==> config.mk <==
export PLATFORM = sky130hd
export DESIGN_NAME = sha256_stream_hasher
export DESIGN_NICKNAME = d
export VERILOG_FILES = /design/src/rtl/sha_pkg.sv /design/src/rtl/sha256_stream_hasher.sv /design/src/rtl/sha_front.sv /design/src/rtl/sha_core.sv
export SDC_FILE = /design/constraint.sdc
export NUM_CORES = 2
export LEC_CHECK = 0
export ABC_CLOCK_PERIOD_IN_PS = 50500
export BUFFER_PORTS_ARGS = -buffer_cell sky130_fd_sc_hd__buf_2
export CAP_MARGIN = 10
export CORE_ASPECT_RATIO = 0.6
export CORE_MARGIN = 1
export CORE_UTILIZATION = 51
export DETAILED_ROUTE_END_ITERATION = 16
export HOLD_SLACK_MARGIN = 0.03
export PLACE_DENSITY = 0.7
export SYNTH_ARGS = -nofsm -noshare
export SYNTH_HDL_FRONTEND = slang
export SYNTH_SLANG_ARGS = --single-unit
==> constraint.sdc <==
create_clock -name aclk -period 50.5 [get_ports aclk]
set_input_delay 5.05 -clock aclk [delete_from_list [all_inputs] [get_ports aclk]]
set_output_delay 5.05 -clock aclk [all_outputs]
set_load 0.02 [all_outputs]
==> src/rtl/sha_pkg.sv <==
// Shared types, constants and round tables for the SHA-256 stream hasher.
package sha_pkg;

    localparam int QUEUE_DEPTH = 4;

    typedef enum logic {
        ACT_ABSORB = 1'b0,
        ACT_FINISH = 1'b1
    } action_t;

    typedef struct packed {
        action_t    action;
        logic [7:0] data_byte;
    } item_t;

    typedef struct packed {
        logic [31:0] digest_word;
        logic [2:0]  word_index;
        logic        last;
        logic        too_long;
    } result_t;

    function automatic logic [31:0] init_h(input logic [2:0] idx);
        logic [31:0] v;
        case (idx)
            3'd0: v = 32'h6a09e667;
            3'd1: v = 32'hbb67ae85;
            3'd2: v = 32'h3c6ef372;
            3'd3: v = 32'ha54ff53a;
            3'd4: v = 32'h510e527f;
            3'd5: v = 32'h9b05688c;
            3'd6: v = 32'h1f83d9ab;
            default: v = 32'h5be0cd19;
        endcase
        return v;
    endfunction

    function automatic logic [31:0] round_k(input logic [5:0] r);
        logic [31:0] k;
        case (r)
            6'd0:  k = 32'h428a2f98; 6'd1:  k = 32'h71374491;
            6'd2:  k = 32'hb5c0fbcf; 6'd3:  k = 32'he9b5dba5;
            6'd4:  k = 32'h3956c25b; 6'd5:  k = 32'h59f111f1;
            6'd6:  k = 32'h923f82a4; 6'd7:  k = 32'hab1c5ed5;
            6'd8:  k = 32'hd807aa98; 6'd9:  k = 32'h12835b01;
            6'd10: k = 32'h243185be; 6'd11: k = 32'h550c7dc3;
            6'd12: k = 32'h72be5d74; 6'd13: k = 32'h80deb1fe;
            6'd14: k = 32'h9bdc06a7; 6'd15: k = 32'hc19bf174;
            6'd16: k = 32'he49b69c1; 6'd17: k = 32'hefbe4786;
            6'd18: k = 32'h0fc19dc6; 6'd19: k = 32'h240ca1cc;
            6'd20: k = 32'h2de92c6f; 6'd21: k = 32'h4a7484aa;
            6'd22: k = 32'h5cb0a9dc; 6'd23: k = 32'h76f988da;
            6'd24: k = 32'h983e5152; 6'd25: k = 32'ha831c66d;
            6'd26: k = 32'hb00327c8; 6'd27: k = 32'hbf597fc7;
            6'd28: k = 32'hc6e00bf3; 6'd29: k = 32'hd5a79147;
            6'd30: k = 32'h06ca6351; 6'd31: k = 32'h14292967;
            6'd32: k = 32'h27b70a85; 6'd33: k = 32'h2e1b2138;
            6'd34: k = 32'h4d2c6dfc; 6'd35: k = 32'h53380d13;
            6'd36: k = 32'h650a7354; 6'd37: k = 32'h766a0abb;
            6'd38: k = 32'h81c2c92e; 6'd39: k = 32'h92722c85;
            6'd40: k = 32'ha2bfe8a1; 6'd41: k = 32'ha81a664b;
            6'd42: k = 32'hc24b8b70; 6'd43: k = 32'hc76c51a3;
            6'd44: k = 32'hd192e819; 6'd45: k = 32'hd6990624;
            6'd46: k = 32'hf40e3585; 6'd47: k = 32'h106aa070;
            6'd48: k = 32'h19a4c116; 6'd49: k = 32'h1e376c08;
            6'd50: k = 32'h2748774c; 6'd51: k = 32'h34b0bcb5;
            6'd52: k = 32'h391c0cb3; 6'd53: k = 32'h4ed8aa4a;
            6'd54: k = 32'h5b9cca4f; 6'd55: k = 32'h682e6ff3;
            6'd56: k = 32'h748f82ee; 6'd57: k = 32'h78a5636f;
            6'd58: k = 32'h84c87814; 6'd59: k = 32'h8cc70208;
            6'd60: k = 32'h90befffa; 6'd61: k = 32'ha4506ceb;
            6'd62: k = 32'hbef9a3f7; default: k = 32'hc67178f2;
        endcase
        return k;
    endfunction

endpackage

==> src/rtl/sha256_stream_hasher.sv <==
// Top level of the SHA-256 stream hasher: input queue plus hashing core.
// Absorb: each byte word is shifted into the block window; every 64th byte starts the 64 rounds.
// Finish: padding shifts in one byte a cycle up to the block end, then 64
// rounds (a second padded block when 56 or more bytes were pending), then
// eight digest words one per cycle, while the receiver does not stall, through the output register.
// aresetn (synchronous, active low) empties the queue, loads the standard
// initial hash values and clears the byte counters and overflow flag.
module sha256_stream_hasher import sha_pkg::*; #(
    parameter int QDEPTH = QUEUE_DEPTH
) (
    input  logic        aclk,
    input  logic        aresetn,
    input  logic        s_tvalid,
    output logic        s_tready,
    input  logic [7:0]  s_tdata,   // [7:0] data_byte
    input  logic        s_tuser,   // [0] action: 0 absorb, 1 finish
    output logic        m_tvalid,
    input  logic        m_tready,
    output logic [31:0] m_tdata,   // [31:0] digest_word
    output logic [3:0]  m_tuser,   // [2:0] word_index, [3] too_long
    output logic        m_tlast    // on word_index 7
);
    logic    q_valid, q_ready;
    item_t   q_item;
    result_t res;

    // Queue decouples the upstream from the block compression time.
    sha_front #(.DEPTH(QDEPTH)) u_front (
        .aclk, .aresetn, .s_tvalid, .s_tready, .s_tdata, .s_tuser,
        .q_valid, .q_ready, .q_item
    );

    // Core holds the 512-bit block/schedule window and the round state.
    sha_core u_core (
        .aclk, .aresetn, .q_valid, .q_ready, .q_item,
        .r_valid(m_tvalid), .r_ready(m_tready), .r_data(res)
    );

    assign m_tdata = res.digest_word;
    assign m_tuser = {res.too_long, res.word_index};
    assign m_tlast = res.last;
endmodule

==> src/rtl/sha_front.sv <==
// Input side: accepts words into a small queue ahead of the hashing core.
module sha_front import sha_pkg::*; #(
    parameter int DEPTH = QUEUE_DEPTH
) (
    input  logic       aclk,
    input  logic       aresetn,
    input  logic       s_tvalid,
    output logic       s_tready,
    input  logic [7:0] s_tdata,
    input  logic       s_tuser,
    output logic       q_valid,
    input  logic       q_ready,
    output item_t      q_item
);
    localparam int AW = (DEPTH > 1) ? $clog2(DEPTH) : 1;
    localparam int CW = $clog2(DEPTH + 1);

    item_t         mem [DEPTH];
    logic [AW-1:0] wr_reg, rd_reg;
    logic [CW-1:0] cnt_reg;
    logic          push, pop;

    assign s_tready = (cnt_reg != CW'(DEPTH));
    assign q_valid  = (cnt_reg != '0);
    assign q_item   = mem[rd_reg];
    assign push     = s_tvalid && s_tready;
    assign pop      = q_valid && q_ready;

    always_ff @(posedge aclk) begin
        if (push) begin
            mem[wr_reg] <= '{action: action_t'(s_tuser), data_byte: s_tdata};
        end
    end

    always_ff @(posedge aclk) begin
        if (!aresetn) begin
            wr_reg  <= '0;
            rd_reg  <= '0;
            cnt_reg <= '0;
        end else begin
            if (push) begin
                wr_reg <= (wr_reg == AW'(DEPTH - 1)) ? '0 : wr_reg + 1'b1;
            end
            if (pop) begin
                rd_reg <= (rd_reg == AW'(DEPTH - 1)) ? '0 : rd_reg + 1'b1;
            end
            cnt_reg <= cnt_reg + CW'(push) - CW'(pop);
        end
    end
endmodule

==> src/rtl/sha_core.sv <==
// Hashing core: block assembly, padding, 64-round compression, digest output.
module sha_core import sha_pkg::*; (
    input  logic    aclk,
    input  logic    aresetn,
    input  logic    q_valid,
    output logic    q_ready,
    input  item_t   q_item,
    output logic    r_valid,
    input  logic    r_ready,
    output result_t r_data
);
    typedef enum logic [1:0] {ST_IDLE, ST_PAD, ST_ROUND, ST_EMIT} state_t;

    state_t       state_reg;
    logic [511:0] win_reg;
    logic [31:0]  h_reg [8];
    logic [31:0]  v_reg [8];
    logic [5:0]   cnt_reg, rnd_reg;
    logic [60:0]  msg_reg;
    logic         ovf_reg, pad_reg, first_reg, lenblk_reg;
    logic [63:0]  len_reg;
    logic [2:0]   idx_reg;
    logic         rv_reg;
    result_t      rd_reg;

    logic [31:0] w0, t1, t2, wnew, s0w, s1w, S0a, S1e, ch, maj;
    logic [7:0]  pad_byte;
    logic        use_len;

    function automatic logic [31:0] ror(input logic [31:0] x, input int n);
        return (x >> n) | (x << (32 - n));
    endfunction

    assign q_ready = (state_reg == ST_IDLE);
    assign r_valid = rv_reg;
    assign r_data  = rd_reg;

    always_comb begin
        w0   = win_reg[511:480];
        s0w  = ror(win_reg[479:448], 7) ^ ror(win_reg[479:448], 18) ^ (win_reg[479:448] >> 3);
        s1w  = ror(win_reg[63:32], 17) ^ ror(win_reg[63:32], 19) ^ (win_reg[63:32] >> 10);
        wnew = s1w + win_reg[223:192] + s0w + w0;
        S1e  = ror(v_reg[4], 6) ^ ror(v_reg[4], 11) ^ ror(v_reg[4], 25);
        ch   = (v_reg[4] & v_reg[5]) ^ (~v_reg[4] & v_reg[6]);
        t1   = v_reg[7] + S1e + ch + round_k(rnd_reg) + w0;
        S0a  = ror(v_reg[0], 2) ^ ror(v_reg[0], 13) ^ ror(v_reg[0], 22);
        maj  = (v_reg[0] & v_reg[1]) ^ (v_reg[0] & v_reg[2]) ^ (v_reg[1] & v_reg[2]);
        t2   = S0a + maj;
        use_len  = lenblk_reg && (cnt_reg >= 6'd56);
        pad_byte = first_reg ? 8'h80 : (use_len ? len_reg[63:56] : 8'h00);
    end

    always_ff @(posedge aclk) begin
        if (!aresetn) begin
            state_reg  <= ST_IDLE;
            cnt_reg    <= '0;
            rnd_reg    <= '0;
            msg_reg    <= '0;
            ovf_reg    <= 1'b0;
            pad_reg    <= 1'b0;
            first_reg  <= 1'b0;
            lenblk_reg <= 1'b0;
            idx_reg    <= '0;
            rv_reg     <= 1'b0;
            for (int i = 0; i < 8; i++) begin
                h_reg[i] <= init_h(3'(i));
            end
        end else begin
            // In ST_EMIT the output register is reloaded or held below.
            if (rv_reg && r_ready && state_reg != ST_EMIT) begin
                rv_reg <= 1'b0;
            end
            case (state_reg)
                ST_IDLE: begin
                    if (q_valid) begin
                        if (q_item.action == ACT_ABSORB) begin
                            win_reg <= {win_reg[503:0], q_item.data_byte};
                            cnt_reg <= cnt_reg + 1'b1;
                            if (&msg_reg) begin
                                ovf_reg <= 1'b1;
                            end else begin
                                msg_reg <= msg_reg + 1'b1;
                            end
                            if (cnt_reg == 6'd63) begin
                                state_reg <= ST_ROUND;
                                rnd_reg   <= '0;
                                v_reg     <= h_reg;
                            end
                        end else begin
                            state_reg  <= ST_PAD;
                            pad_reg    <= 1'b1;
                            first_reg  <= 1'b1;
                            lenblk_reg <= (cnt_reg < 6'd56);
                            len_reg    <= {msg_reg, 3'b000};
                        end
                    end
                end
                ST_PAD: begin
                    win_reg   <= {win_reg[503:0], pad_byte};
                    first_reg <= 1'b0;
                    cnt_reg   <= cnt_reg + 1'b1;
                    if (use_len && !first_reg) begin
                        len_reg <= {len_reg[55:0], 8'h00};
                    end
                    if (cnt_reg == 6'd63) begin
                        state_reg <= ST_ROUND;
                        rnd_reg   <= '0;
                        v_reg     <= h_reg;
                    end
                end
                ST_ROUND: begin
                    win_reg <= {win_reg[479:0], wnew};
                    v_reg   <= '{t1 + t2, v_reg[0], v_reg[1], v_reg[2],
                                 v_reg[3] + t1, v_reg[4], v_reg[5], v_reg[6]};
                    rnd_reg <= rnd_reg + 1'b1;
                    if (rnd_reg == 6'd63) begin
                        h_reg[0] <= h_reg[0] + t1 + t2;
                        h_reg[1] <= h_reg[1] + v_reg[0];
                        h_reg[2] <= h_reg[2] + v_reg[1];
                        h_reg[3] <= h_reg[3] + v_reg[2];
                        h_reg[4] <= h_reg[4] + v_reg[3] + t1;
                        h_reg[5] <= h_reg[5] + v_reg[4];
                        h_reg[6] <= h_reg[6] + v_reg[5];
                        h_reg[7] <= h_reg[7] + v_reg[6];
                        if (!pad_reg) begin
                            state_reg <= ST_IDLE;
                        end else if (lenblk_reg) begin
                            state_reg <= ST_EMIT;
                            idx_reg   <= '0;
                        end else begin
                            state_reg  <= ST_PAD;
                            lenblk_reg <= 1'b1;
                        end
                    end
                end
                ST_EMIT: begin
                    if (!rv_reg || r_ready) begin
                        rv_reg <= 1'b1;
                        rd_reg <= '{digest_word: h_reg[idx_reg], word_index: idx_reg,
                                    last: (idx_reg == 3'd7), too_long: ovf_reg};
                        idx_reg <= idx_reg + 1'b1;
                        if (idx_reg == 3'd7) begin
                            state_reg <= ST_IDLE;
                            cnt_reg   <= '0;
                            msg_reg   <= '0;
                            ovf_reg   <= 1'b0;
                            pad_reg   <= 1'b0;
                            for (int i = 0; i < 8; i++) begin
                                h_reg[i] <= init_h(3'(i));
                            end
                        end
                    end
                end
                default: state_reg <= ST_IDLE;
            endcase
        end
    end
endmodule

Word-level counts from Yosys, hierarchy flattened
Memory sizes are Yosys's and may differ from the RTL's. A register that Yosys moved wholly into a read port is not among the register bits.
Index checks and enable logic that the tools add are counted.

word-level totals
  flip-flop bits (word level) = 1215
  bits in writable memories = 36
  memory bits (read-only) = 2048
  output and inout bits = 39
  word-level logic and storage cells = 223
  memories = 2

memory list
  memory            words  width  rd ports  clocked after Yosys merged registers in  wr ports  line             source
  (name not given)  64     32     1         1                                        0         sha_pkg.sv:40    case (r)
  u_front.mem       4      9      1         1                                        1         sha_front.sv:18  item_t mem [DEPTH];

operators by class
  $add $sub $neg = 28
  order comparisons = 3
  equal/unequal tests = 21
  muxes and demuxes = 75
  bitwise logic cells = 28
  reductions and logical operators = 31

operators with widths
  kind                                                             number
  256-bit two-way mux                                              6
  512-bit one-hot mux with 3 select lines                          1
  512-bit two-way mux                                              2
  256-bit one-hot mux with 3 select lines                          1
  32-bit adder                                                     20
  256-bit one-hot mux with 2 select lines                          1
  61-bit two-way mux                                               5
  32-bit bitwise XOR                                               9
  64-bit two-way mux                                               3
  32-bit bitwise AND                                               5
  64-bit one-hot mux with 2 select lines                           1
  61-bit one-hot mux with 2 select lines                           1
  32-bit binary-select mux with 3-bit select                       1
  32-bit two-way mux                                               2
  61-bit by 1-bit adder with 61-bit output, second input constant  1
  61-bit AND reduction                                             1
  6-bit two-way mux                                                9
  6-bit one-hot mux with 3 select lines                            2
  32-bit inverter                                                  1
  10-bit by 32-bit bitwise OR with 32-bit output                   1
  13-bit by 32-bit bitwise OR with 32-bit output                   1
  14-bit by 32-bit bitwise OR with 32-bit output                   1
  15-bit by 32-bit bitwise OR with 32-bit output                   1
  19-bit by 32-bit bitwise OR with 32-bit output                   1
  other kinds (40)                                                 109

Depth between registers and ports, before layout
  depth in word-level cells = 11
  depth in mapped cells = 37

Hierarchy
From an unflattened synthesis, not the netlist that was laid out.

second synthesis, totals
  cells, all modules = 7748
  area total of the unflattened synthesis = 81953.6 sq um

modules (own cells, without submodules)
  module     times used  cells an instance  area an instance (sq um)  seq. area each (sq um)
  sha_core   1           7649               80171.9                   33432.1
  sha_front  1           99                 1781.7                    1261.2

Worst setup path after synthesis
Ideal clock, no wire load.

  kind = input port to flip-flop
  start point = input port aresetn
  end point = register u_core.win_reg[0], enable pin
  setup time = 2015 ps
  arrival time = 40323 ps
  required time = 48485 ps
  path slack = 8162 ps
  cell stages on the path = 5
  cell sequence = clkbuf_1 inv_1 clkbuf_1 clkbuf_1 nor3_1

on the way
  word-level cells in the longest chain between the ends = 1

RTL lines
  element                               line                        source
  start, declared                       sha256_stream_hasher.sv:12  input logic aresetn,
  4-bit AND reduction (no source line)  -
  end signal, assigned                  sha_core.sv:77              win_reg <= {win_reg[503:0], q_item.data_byte};
  end signal, assigned                  sha_core.sv:99              win_reg <= {win_reg[503:0], pad_byte};
  end signal, assigned                  sha_core.sv:112             win_reg <= {win_reg[479:0], wnew};
  end, declared                         sha_core.sv:15              logic [511:0] win_reg;

Every way passes these cells.
A chain may end at the register's enable or synchronous reset.

Final worst setup path
  start point = register u_core.v_reg[122] (netlist bit)
  end point = register u_core.h_reg[127] (netlist bit)

on the way
  word-level cells in the longest chain between the ends = 10

RTL lines
  element                                                                                                           line             source
  start, declared                                                                                                   sha_core.sv:17   logic [31:0] v_reg [8];
  start signal, assigned                                                                                            sha_core.sv:87   v_reg <= h_reg;
  start signal, assigned                                                                                            sha_core.sv:108  v_reg <= h_reg;
  start signal, assigned                                                                                            sha_core.sv:113  v_reg <= '{t1 + t2, v_reg[0], v_reg[1], v_reg[2],
  21-bit by 32-bit bitwise OR with 32-bit output or 26-bit by 32-bit bitwise OR with 32-bit output (tied branches)  sha_core.sv:31   return (x >> n) | (x << (32 - n));
  32-bit bitwise XOR (2 in series)                                                                                  sha_core.sv:43   S1e = ror(v_reg[4], 6) ^ ror(v_reg[4], 11) ^ ror(v_reg[4], 25);
  32-bit adder                                                                                                      sha_core.sv:45   t1 = v_reg[7] + S1e + ch + round_k(rnd_reg) + w0;
  32-bit adder * (3 in series)                                                                                      sha_core.sv:45
  32-bit adder *                                                                                                    sha_core.sv:121  h_reg[4] <= h_reg[4] + v_reg[3] + t1;
  256-bit two-way mux *                                                                                             sha_core.sv:116  if (rnd_reg == 6'd63) begin
  256-bit one-hot mux with 2 select lines *                                                                         sha_core.sv:73   case (state_reg)
  end signal, assigned by index                                                                                     sha_core.sv:66   h_reg[i] <= init_h(3'(i));
  end signal, assigned by index                                                                                     sha_core.sv:149  h_reg[i] <= init_h(3'(i));
  end, declared                                                                                                     sha_core.sv:16   logic [31:0] h_reg [8];

Mark *: on every way between the ends. The rest lies on a longest branch, timed or not. The select of a mux whose other input is x is not followed.

==> summary.md <==
| Metric | Value |
|---|---|
| Endpoints failing setup | 0 |
| Layout cells sized above 1 | between 10% and 20% |
| Buffers on Ports | 51 |
| Startpoint types | flip-flop |
| Initial Util | 51.81% |
| Commonest non-fill, non-tap cell in the layout | edfxtp_1 |
| Placer Congestion | 1.047 |
| Die H | just over 300 um |
| Die Area | roughly 160,000 sq um |
| EDFF count, synth | 902 |
| Reg-to-reg critical path startpoint | u_core.v_reg[122] |
| Root buf cell | clkbuf_16 |
| Sw Pwr | 2.498 mW |
| Drt drc | 0 |
| H-tree depth | 4 |
| DP HPWL | 192,700 um |
| Post-CTS resize count | 0 |
| Register area share after synthesis | between 40% and 50% |
| Slowest stage delay, CP | 0.60 ns |
| Die W | 517.1 um |
| Worst VDD drop | 0.1175 mV |
| Global route total overflow | 0 |
| FF-to-FF path depth | 34 |
| Fillcell total | 13,310 |
| Syn_nets | 8,240 |
| # rows | 112 |
| Worst r2r dst | u_core.h_reg[127] |
| Vias in the first global route | 57,090 |
| Max-slew violation count | 2 |
| Library cells used by synthesis | 96 |
| Global-route wire length before repair | 387,700 um |
| Total negative slack | 0 ns |
| WL/cell | between 20 and 30 um |
| Critical Path AT | 10.55 ns |
| Main synth FF type | edfxtp_1 |
| LEAKAGE | 33.90 nW |
| Max reg flops | 512 |
| CP Data Required Time | 51.21 ns |
| Sw Ratio | between 40% and 50% |
| WS Path Type | reg -> reg |
| Hold violation total from the final report | 0 |
| FF-to-FF setup slack | 40.66 ns |
| I/O Pins | 52 |
| Routed Antenna Nets | 0 |
| Fmax | 101.6 MHz |
| Synthesized flop and latch total | 1,282 |
| CTS tree | done |
| Yosys warns | 0 |
| Commonest cells after routing, fill and taps aside | 902 x edfxtp_1, 489 x a22o_1, 484 x inv_1 |
| End of the worst hold path | u_core.r_data[0] |
| Clk pwr share | 17.4% |
| Reg clk slew, reported paths | 0.06 ns |
| Largest net degree at the start of global routing | about 230 |
| Inserted Clock Buffers | 131 |
| Sequential Power Share | 28.3% |
| Pre-CTS WS | 40.33 ns |
| Unrepaired setup endpoints after global routing | no |
| Clk_lat worst skew | 0.80 ns |
| Sink Count | 1,282 |
| Clock Tree Buf Depth | 3 |
| GRT Total Usage | 32.60% |
| Failing checks | max-capacitance violations, max-slew violations |
| Final WL | 265,800 um |
| Worst Min Path Start | u_core.ovf_reg |
| Final period util | 19.49% |
| Clock Skew | 0.03939 ns |
| Slowest-stage cell, CP | edfxtp_1 |
| Worst slew margin | -3.579% |
| Diode count | 0 |
| Status | complete, but fails checks |
| Pwr dens | 65.20 nW/um^2 |
| Internal cell power | around 3.2 mW |
| Area of the core | 156,700 sq um |
| Share of flip-flops with an asynchronous set or reset | 0% |
| Final worst path period need | 9.842 ns |
| Nets@finish | 8,048 |
| Hold_buf cts | 0 |
| Synthesized area | 81,180 sq um |
| Combinational cell fraction of total power | 54.3% |
| Max-capacitance violation count | 2 |
| Crit-path max FO | 6 |
| Cells after synthesis | 7,562 |
| Hold Path Depth | 0 |
| Total power | 5.699 mW |
| Routed via count | 62,480 |
| Area growth syn-to-layout | 7.685% |
| # Post-CTS Setup Buffers | 0 |
| DRT iter0 DRCs | roughly 8,600 |
| Syn_area_per_cell | between 10 and 15 sq um |
| Final WS setup | 40.66 ns |
| Hold Crit Class | reg -> reg |
| Least-Margin Pin Slew | 1.534 ns |
| First-pass DRT Iterations | 10 |
| Via density | 6.519 |
| Initial antenna violation count | 10 |
| Nature of the critical path endpoint | flip-flop |
| Final Core Density | 55.80% |
==> worst max-delay path, delay by kind of cell, from the launching register on <==
family	cells	cell delay [ns]
AO/OA/AOI/OAI	13	3.39
XOR/XNOR	4	1.45
adder cells (fa/ha/maj)	7	2.88
buffers and inverters	5	0.40
flip-flops	1	0.60
AND/OR/NAND/NOR	5	1.00
==> worst max-delay path by stage <==
stage | start | to | slack [ns] | depth (start not counted)
after floorplan | aresetn | u_core.win_reg[0] | 8.16 | 5
after global placement | aresetn | u_core.win_reg[38] | 40.38 | 7
after detailed placement | aresetn | u_core.win_reg[38] | 40.33 | 7
after CTS | u_core.v_reg[122] | u_core.h_reg[127] | 40.94 | 34
after global routing | u_core.v_reg[122] | u_core.h_reg[127] | 40.27 | 34
final | u_core.v_reg[122] | u_core.h_reg[127] | 40.66 | 34
==> area by class of cell <==
type	instances	area, sq um	share of cell area [%]
multi-input cells	5328	43000	49.19
inverters	490	1844	2.110
well taps	2109	2639	3.019
clock buffers	182	3682	4.212
repair buffers	137	965.9	1.105
flip-flops and latches	1282	34700	39.70
clock inverters	56	579.3	0.6627
==> metal layers <==
layer  global-route usage, %  routed length (um)
met2                   38.78               95890
met5                       0                 103
met1                   52.36              121400
met4                   6.547                4703
met3                   14.16               43620
==> logic make-up (layout without fill, tap and decap cells) <==
group	count (synthesis)	after routing	share of synthesized area, %
AO/OA/AOI/OAI	2157	2157	18.32
XOR/XNOR	640	640	6.941
adder cells (fa/ha/maj)	696	696	12.74
buffers and inverters	952	865	4.462
flip-flops	1282	1282	42.74
multiplexers	405	405	6.564
AND/OR/NAND/NOR	1430	1430	8.238
==> power groups by stage <==
stage | sequential (mW) | combinational [mW] | clock (mW)
after global placement | 1.61 | 2.96 | 0
after global routing | 1.62 | 3.38 | 1.04
after CTS | 1.60 | 3.01 | 1.00
after detailed placement | 1.62 | 2.98 | 0
final | 1.61 | 3.10 | 0.992
after floorplan | 1.66 | 2.22 | 0
==> cell usage after synthesis, types with 31 or more instances <==
cell	count	area, sq um
a21oi_1	463	2317
a211oi_1	57	427.9
o21ai_0	360	1802
nor2b_1	54	337.8
nor3_1	98	490.5
a22o_1	489	4283
nand2_1	414	1554
nand2b_1	57	356.6
xor2_1	202	1769
mux4_2	73	1644
a21o_1	204	1531
xnor2_1	436	3819
mux2_2	289	3254
o211ai_1	31	232.7
a31oi_1	59	369.1
buf_1	48	180.2
nand3_1	96	480.5
a22oi_1	64	480.5
o22ai_1	87	544.3
o21bai_1	55	412.9
edfxtp_1	902	27090
maj3_1	31	310.3
mux2i_1	43	430.4
ha_1	437	5468
fa_1	228	4564
nand4_1	40	250.2
clkbuf_1	393	1475
and3_1	58	362.9
o21a_1	70	525.5
or3_1	33	206.5
inv_1	486	1824
dfxtp_1	380	7607
nor2_1	453	1700
==> through the flow <==
stage                     cells  hold slack (ns)  area [sq um]
after global routing       9584           0.4860         87420
final                      9584           0.4721         87420
after CTS                  9583           0.4712         87400
after detailed placement   9345           0.4568         83140
after floorplan            7562           0.4312         81180
after global placement     9345           0.4489         83140
(Power assumes the default switching activity.)
